[src/rtl/jps_pkg.sv]
// Shared types, codes and helpers for the jump point scan block.
package jps_pkg;

  // Signed grid coordinate: holds -1 .. 256 around an 8-bit map.
  typedef logic signed [9:0] coord_t;

  // Signed unit step on one axis: -1, 0 or +1.
  typedef logic signed [1:0] step_t;

  // Width of the configuration data word.
  localparam int CFG_W = 9;

  // Input operation codes.
  localparam logic OP_WRITE = 1'b0;
  localparam logic OP_QUERY = 1'b1;

  // Configuration register indexes.
  localparam logic CFG_MAP_WIDTH  = 1'b0;
  localparam logic CFG_MAP_HEIGHT = 1'b1;

  // Number of map cells read for one scan step.
  localparam int NUM_SLOTS = 5;

  // Read slots of one scan step: the cell itself and four neighbors.
  typedef enum logic [2:0] {
    SLOT_CUR,
    SLOT_N0,
    SLOT_N1,
    SLOT_N2,
    SLOT_N3
  } slot_t;

  // Updates of the scan position registers.
  typedef enum logic [2:0] {
    POS_HOLD,
    POS_STEP,
    POS_SUBX,
    POS_SUBY,
    POS_DIAG
  } pos_op_t;

  // Source of a result word.
  typedef enum logic [1:0] {
    RES_NONE,
    RES_SCAN,
    RES_MAIN
  } res_sel_t;

  // Commands from the controller to the datapath.
  typedef struct packed {
    logic     load_query;
    logic     wr_issue;
    logic     rd_issue;
    slot_t    rd_slot;
    logic     rd_diag;
    pos_op_t  pos_op;
    logic     res_load;
    res_sel_t res_sel;
  } jps_cmd_t;

  // Status from the datapath to the controller.
  typedef struct packed {
    logic dir_zero;
    logic dir_diag;
    logic pipe_busy;
    logic cur_free;
    logic hit;
    logic forced;
  } jps_stat_t;

  // Sign of a minus b as a unit step.
  function automatic step_t sign_step(input logic [7:0] a, input logic [7:0] b);
    step_t s;
    if (a > b) begin
      s = 2'sd1;
    end else if (a < b) begin
      s = -2'sd1;
    end else begin
      s = 2'sd0;
    end
    return s;
  endfunction

endpackage

[src/rtl/jps_ctrl.sv]
// Controller state machine that sequences map reads and scan phases.
module jps_ctrl
  import jps_pkg::*;
(
  input  logic      clk,
  input  logic      rst,
  input  logic      start,
  input  logic      operation,
  input  jps_stat_t stat,
  output jps_cmd_t  cmd,
  output logic      busy
);

  typedef enum logic [1:0] {
    ST_IDLE,
    ST_ISSUE,
    ST_WAIT
  } state_t;

  // Scan phase: plain straight scan, diagonal walk, or one of its sub-scans.
  typedef enum logic [1:0] {
    PH_LINE,
    PH_DIAG,
    PH_SUBX,
    PH_SUBY
  } phase_t;

  state_t state, state_next;
  phase_t phase, phase_next;
  slot_t  slot, slot_next;

  function automatic slot_t next_slot(input slot_t s);
    slot_t n;
    unique case (s)
      SLOT_CUR: n = SLOT_N0;
      SLOT_N0:  n = SLOT_N1;
      SLOT_N1:  n = SLOT_N2;
      SLOT_N2:  n = SLOT_N3;
      default:  n = SLOT_CUR;
    endcase
    return n;
  endfunction

  // Next state and commands.
  always_comb begin
    state_next     = state;
    phase_next     = phase;
    slot_next      = slot;
    cmd.load_query = 1'b0;
    cmd.wr_issue   = 1'b0;
    cmd.rd_issue   = 1'b0;
    cmd.rd_slot    = slot;
    cmd.rd_diag    = (phase == PH_DIAG);
    cmd.pos_op     = POS_HOLD;
    cmd.res_load   = 1'b0;
    cmd.res_sel    = RES_NONE;

    unique case (state)
      ST_IDLE: begin
        if (start) begin
          if (operation == OP_WRITE) begin
            cmd.wr_issue = 1'b1;
            cmd.res_load = 1'b1;
          end else if (stat.dir_zero) begin
            cmd.res_load = 1'b1;
          end else begin
            cmd.load_query = 1'b1;
            phase_next     = stat.dir_diag ? PH_DIAG : PH_LINE;
            slot_next      = SLOT_CUR;
            state_next     = ST_ISSUE;
          end
        end
      end

      ST_ISSUE: begin
        cmd.rd_issue = 1'b1;
        if (slot == SLOT_N3) begin
          state_next = ST_WAIT;
        end else begin
          slot_next = next_slot(slot);
        end
      end

      ST_WAIT: begin
        // All five cells of the step are in once the read path drains.
        if (!stat.pipe_busy) begin
          state_next = ST_ISSUE;
          slot_next  = SLOT_CUR;
          unique case (phase)
            PH_LINE: begin
              if (!stat.cur_free) begin
                cmd.res_load = 1'b1;
                state_next   = ST_IDLE;
              end else if (stat.hit || stat.forced) begin
                cmd.res_load = 1'b1;
                cmd.res_sel  = RES_SCAN;
                state_next   = ST_IDLE;
              end else begin
                cmd.pos_op = POS_STEP;
              end
            end
            PH_DIAG: begin
              if (!stat.cur_free) begin
                cmd.res_load = 1'b1;
                state_next   = ST_IDLE;
              end else if (stat.hit || stat.forced) begin
                cmd.res_load = 1'b1;
                cmd.res_sel  = RES_MAIN;
                state_next   = ST_IDLE;
              end else begin
                cmd.pos_op = POS_SUBX;
                phase_next = PH_SUBX;
              end
            end
            PH_SUBX: begin
              if (!stat.cur_free) begin
                cmd.pos_op = POS_SUBY;
                phase_next = PH_SUBY;
              end else if (stat.hit || stat.forced) begin
                cmd.res_load = 1'b1;
                cmd.res_sel  = RES_MAIN;
                state_next   = ST_IDLE;
              end else begin
                cmd.pos_op = POS_STEP;
              end
            end
            default: begin
              // Vertical sub-scan ran out: take the next diagonal step.
              if (!stat.cur_free) begin
                cmd.pos_op = POS_DIAG;
                phase_next = PH_DIAG;
              end else if (stat.hit || stat.forced) begin
                cmd.res_load = 1'b1;
                cmd.res_sel  = RES_MAIN;
                state_next   = ST_IDLE;
              end else begin
                cmd.pos_op = POS_STEP;
              end
            end
          endcase
        end
      end

      default: begin
        state_next = ST_IDLE;
      end
    endcase
  end

  // State and registered busy flag.
  always_ff @(posedge clk) begin
    if (rst) begin
      state <= ST_IDLE;
      phase <= PH_LINE;
      slot  <= SLOT_CUR;
      busy  <= 1'b0;
    end else begin
      state <= state_next;
      phase <= phase_next;
      slot  <= slot_next;
      busy  <= (state_next != ST_IDLE);
    end
  end

endmodule

[config.mk]
export PLATFORM = sky130hd
export DESIGN_NAME = jps_ctrl
export DESIGN_NICKNAME = d
export VERILOG_FILES = /design/src/rtl/jps_pkg.sv /design/src/rtl/jps_ctrl.sv
export SDC_FILE = /design/constraint.sdc
export NUM_CORES = 1
export LEC_CHECK = 0
export ABC_CLOCK_PERIOD_IN_PS = 1800
export BUFFER_PORTS_ARGS = -buffer_cell sky130_fd_sc_hd__buf_4
export CORE_MARGIN = 10
export CORE_UTILIZATION = 42
export DETAILED_ROUTE_END_ITERATION = 7
export PLACE_DENSITY_LB_ADDON = 0.08
export SYNTH_ARGS = -nofsm -noshare
export SYNTH_HDL_FRONTEND = slang
export SYNTH_SLANG_ARGS = --single-unit
[constraint.sdc]
create_clock -name clk -period 1.8 [get_ports clk]
set_clock_uncertainty 0.1 [all_clocks]
set_input_delay 0.36 -clock clk [delete_from_list [all_inputs] [get_ports clk]]
set_output_delay 0.36 -clock clk [all_outputs]
set_load 0.05 [all_outputs]
# Yosys cells after proc, flatten, opt, wreduce, memory -nomap -nowiden
# Index checks and enable logic that the tools add are counted.
[op_classes]
eq_ne = 18
muxes = 55
reduce_logical = 10
[ops]
columns = ["op", "count"]
rows = [
  ["two-way mux 2 bit", 22],
  ["two-way mux 3 bit", 11],
  ["case mux 6 bit (3 select lines)", 1],
  ["two-way mux 1 bit", 14],
  ["inequality test 2 bit (second input constant)", 6],
  ["inequality test 3 bit (second input constant)", 4],
  ["case mux 2 bit (3 select lines)", 2],
  ["case mux 3 bit (4 select lines)", 1],
  ["AND reduction 10 bit", 1],
  ["case mux 3 bit (3 select lines)", 1],
  ["equality test 3 x 2 -> 1 bit (second input constant)", 2],
  ["two-way mux 6 bit", 1],
  ["AND reduction 6 bit", 1],
  ["equality test 2 x 1 -> 1 bit (second input constant)", 2],
  ["equality test 2 bit (second input constant)", 2],
  ["logical NOT 2 bit", 2],
  ["case mux 2 bit (2 select lines)", 1],
  ["nonzero test 2 bit", 2],
  ["equality test 3 x 1 -> 1 bit (second input constant)", 1],
  ["equality test 3 bit (second input constant)", 1],
  ["logical NOT 3 bit", 1],
  ["nonzero test 3 bit", 1],
  ["case mux 1 bit (2 select lines)", 1],
  ["OR reduction 2 bit", 1],
  ["logical OR 1 bit", 1],
]
[totals]
register_bits = 8
input_bits = 10
output_inout_bits = 14
elab_cells = 87

# Logic depth before layout (Yosys ltp)
[depth]
ltp_word = 7
ltp_mapped = 6
mapped_depth_nobuf = 6

# Worst setup path before layout
# No wires, ideal clock.
[synth_path]
kind = "reg-to-output"
startpoint = "register phase[1]"
endpoint = "output port cmd[4] (netlist name)"
t_arrival_ps = 2863
setup_slack_ps = -1523
path_stages_with_launch = 6
n_path_buf = 0
path_cell_list = "dfxtp_1 > inv_1 > ha_1 > nand2_1 > o32a_1 > nor4_1"
[synth_rtl]
columns = ["item", "line", "source"]
rows = [
  ["start: declaration", "jps_ctrl.sv:29", "phase_t phase, phase_next;"],
  ["start signal: assignment", "jps_ctrl.sv:159", "phase <= phase_next;"],
  ["end: declaration", "jps_ctrl.sv:10", "output jps_cmd_t cmd,"],
]

==> flow_summary.ini <==
[outcome]
status = finished, violations left
violations = negative setup slack

[worst_setup_path]
endpoint = cmd[4]
timing.rr.start = phase[1]
path_max_fanout = 3
critPathArrivalTime_ns = 1.62
reg2reg_slack_ns = -0.03
worstRegToRegCells = 9
worst-setup-path-type = reg2out
worst_setup_path_start_kind = flip-flop
critPathCaptureType = output pin
rr_endpoint = phase[0]
crit_path_start = phase[1]
cp.required_ns = 1.34

[global_routing]
grt_usage_pct = 15.05
grt_max_degree = 10
grt_pass1_wl_mm = 4.098
first_global_vias = 861
gr-total-overflow = 0
antenna_found_initial = 0

[clock_tree]
cts_tree = done
path_clk_slew_ns = 0.06
htree_levels = 1
cts_inserted_buffers = 3
cts_root_buf = clkbuf_4
insertion_delay_ns = 0.26
cts.sinks = 8
ctsLongestPathBuffers = 2

[place]
gp_congestion = 0.7803
placed_cells = 127
hpwl_mm = 1.570
dpl_worst_slack_ns = -0.07162
port-buffer-count = 23

[power]
p_leak_nw = 0.5060
ir_drop_mv = 0.4464
power.total_uw = 503.3
power_density_mw_per_mm2 = 407.6

[sta]
fin_crit_ns = 2.084
setup_ws_ns = -0.2844
tightest_slew_ns = 0.4057
fmax_ghz = 0.4797
maxSlewViolCount = 0
rsz0062_at_grt = true
finalCritPeriodShare_pct = 115.8
max-slew-margin-rel_pct = 72.67
finalSetupViolations = 9
holdWs_ns = 0.2325
hold_violations = 0

[finish]
antenna_cells = 0
fin_cells = 137
drive_gt1_share_pct = 66.39
final_core_util_pct = 91.47
syn2layout_area_growth_pct = 97.40
nNetsFinal = 139

[logic_synthesis]
synth_xor_area_share_pct = 0
syn-cell-area_um2 = 625.6
yosys-top-cells-count = nor2_1, dfxtp_1, o21ai_0
synth_most_common_cell = nor2_1
synthArstFlopShare_pct = 0
ys_seq_area_share_pct = 25.60
postSynthNetCount = 93
synth_cell_types = 34
synth_compound_area_share_pct = 24.20
synthAdderAreaFrac_pct = 10.00
synth_top_family_by_area = simple AND/OR/NAND/NOR gates
yosys.area.top_type = dfxtp_1
synthCells = 78
synth_top_area_share_pct = 25.60
synth_edf_count = 0
ys.warnings.count = 0
synth_area_leaders = dfxtp_1, ha_1, o21ai_0
synth-seq-cells = 8
postSynthAreaPerCell_um2 = 8.021
synth_ff_type = dfxtp_1
synthMuxAreaShare_pct = 0
yosys.area_share.simple_pct = 34.60

[routing]
dr_total_vias = 855
detail_route.wl_per_cell_um = 22.29
drt-vias-per-instance = 6.241
drtIter0Drc = 58
wirelength_mm = 3.054
drc = 0
dr.pass1.iters = 4
ant_nets = 0

[worst_hold_path]
min_path_type = in2reg

[floorplan]
start_util_pct = 46.34
fp.dieH_um = 58.60
rows = 13
coreArea_mm2 = 0.001350
die_area_mm2 = 0.003433
dieWidth_um = 58.60
ioPinCount = 24

[flow_run]
drv_cap = 0
==> area by class of cell <==
class                      count  area [µm²]
timing repair buffer          43       399.1
inverter                       5       28.78
fill                          48       115.1
tap                           15       18.77
sequential                     8       173.9
clock buffer                   3       22.52
multi-input combinational     63       591.8
==> logic make-up after synthesis <==
kind of cell,Yosys count
AOI/OAI and AO/OA,22
DFF,8
buffers and inverters,7
adders and majority gates,5
and+or+nand+nor,36
==> worst max-delay path, cell delays in order (launching register included) <==
cell     delay (ns)
dfxtp_4        0.36
inv_4          0.07
ha_4           0.13
nand2_2        0.05
o32a_1         0.39
nor4_4         0.17
buf_6          0.19
==> registers in the layout, summed over array words and instances, names as in the netlist <==
name and flops:
phase 2, slot 3, state 2, busy 1
==> timing repair <==
| item | CTS | global route |
|---|---|---|
| buffers inserted | 3 | 4 |
| hold buffers | 0 | 0 |
| gates resized for setup | 33 | 18 |
| gates cloned | 0 | 0 |
| endpoints found under the setup margin | 10 | 13 |
| pin swaps | 7 | 4 |
==> power by group <==
group          leakage (nW)  internal, mW  switching (mW)
Clock                0.0138        0.0769          0.0701
Combinational         0.424        0.0752          0.0967
Sequential           0.0682         0.178         0.00602
==> metal layers <==
layer  part of all wire [%]  up-vias  global-route usage [%]
met5                      0        -                       0
met2                     50       71                   27.31
met3                     10       14                   5.365
met1                     37      390                   15.14
met4                    2.7        0                   6.230
li1                       -      380                       -
==> per-stage QoR <==
| step | TNS [ns] | instance area, µm² |
|---|---|---|
| after global routing | -1.843 | 1235 |
| after detailed placement | -0.3231 | 979.7 |
| after floorplan | -0.5475 | 694.4 |
| after CTS | -0.9642 | 1135 |
| after global placement | -0.1479 | 979.7 |
| final | -1.371 | 1235 |
==> worst min path at each step <==
stage	depth (start not counted)	slack [ns]	from	endpoint
2_1_floorplan	1	0.38	state[0]	state[0]
3_3_place_gp	2	0.37	slot[2]	slot[2]
3_5_place_dp	2	0.38	slot[2]	slot[2]
4_1_cts	2	0.23	rst	slot[2]
5_1_grt	2	0.26	rst	slot[2]
6_report	2	0.23	rst	slot[2]
==> layout by cell type, fill, tap and decap left out, drive strengths merged <==
cell type	synthesis	layout
a21oi	4	4
a221oi	2	2
a22o	1	1
a22oi	1	1
a311oi	1	1
and3	1	1
and3b	1	1
buf	2	43
clkbuf	0	3
dfxtp	8	8
ha	5	5
inv	5	5
nand2	2	2
nand2b	3	3
nand3	1	1
nand4b	1	1
nor2	9	9
nor2b	2	2
nor3	4	4
nor3b	5	5
nor4	1	1
o21ai	8	8
o22ai	1	1
o31ai	1	1
o32a	2	2
o41ai	1	1
or2	1	1
or2b	1	1
or3	1	1
or3b	2	2
or4	1	1
Power figures use the tool's default switching activity.
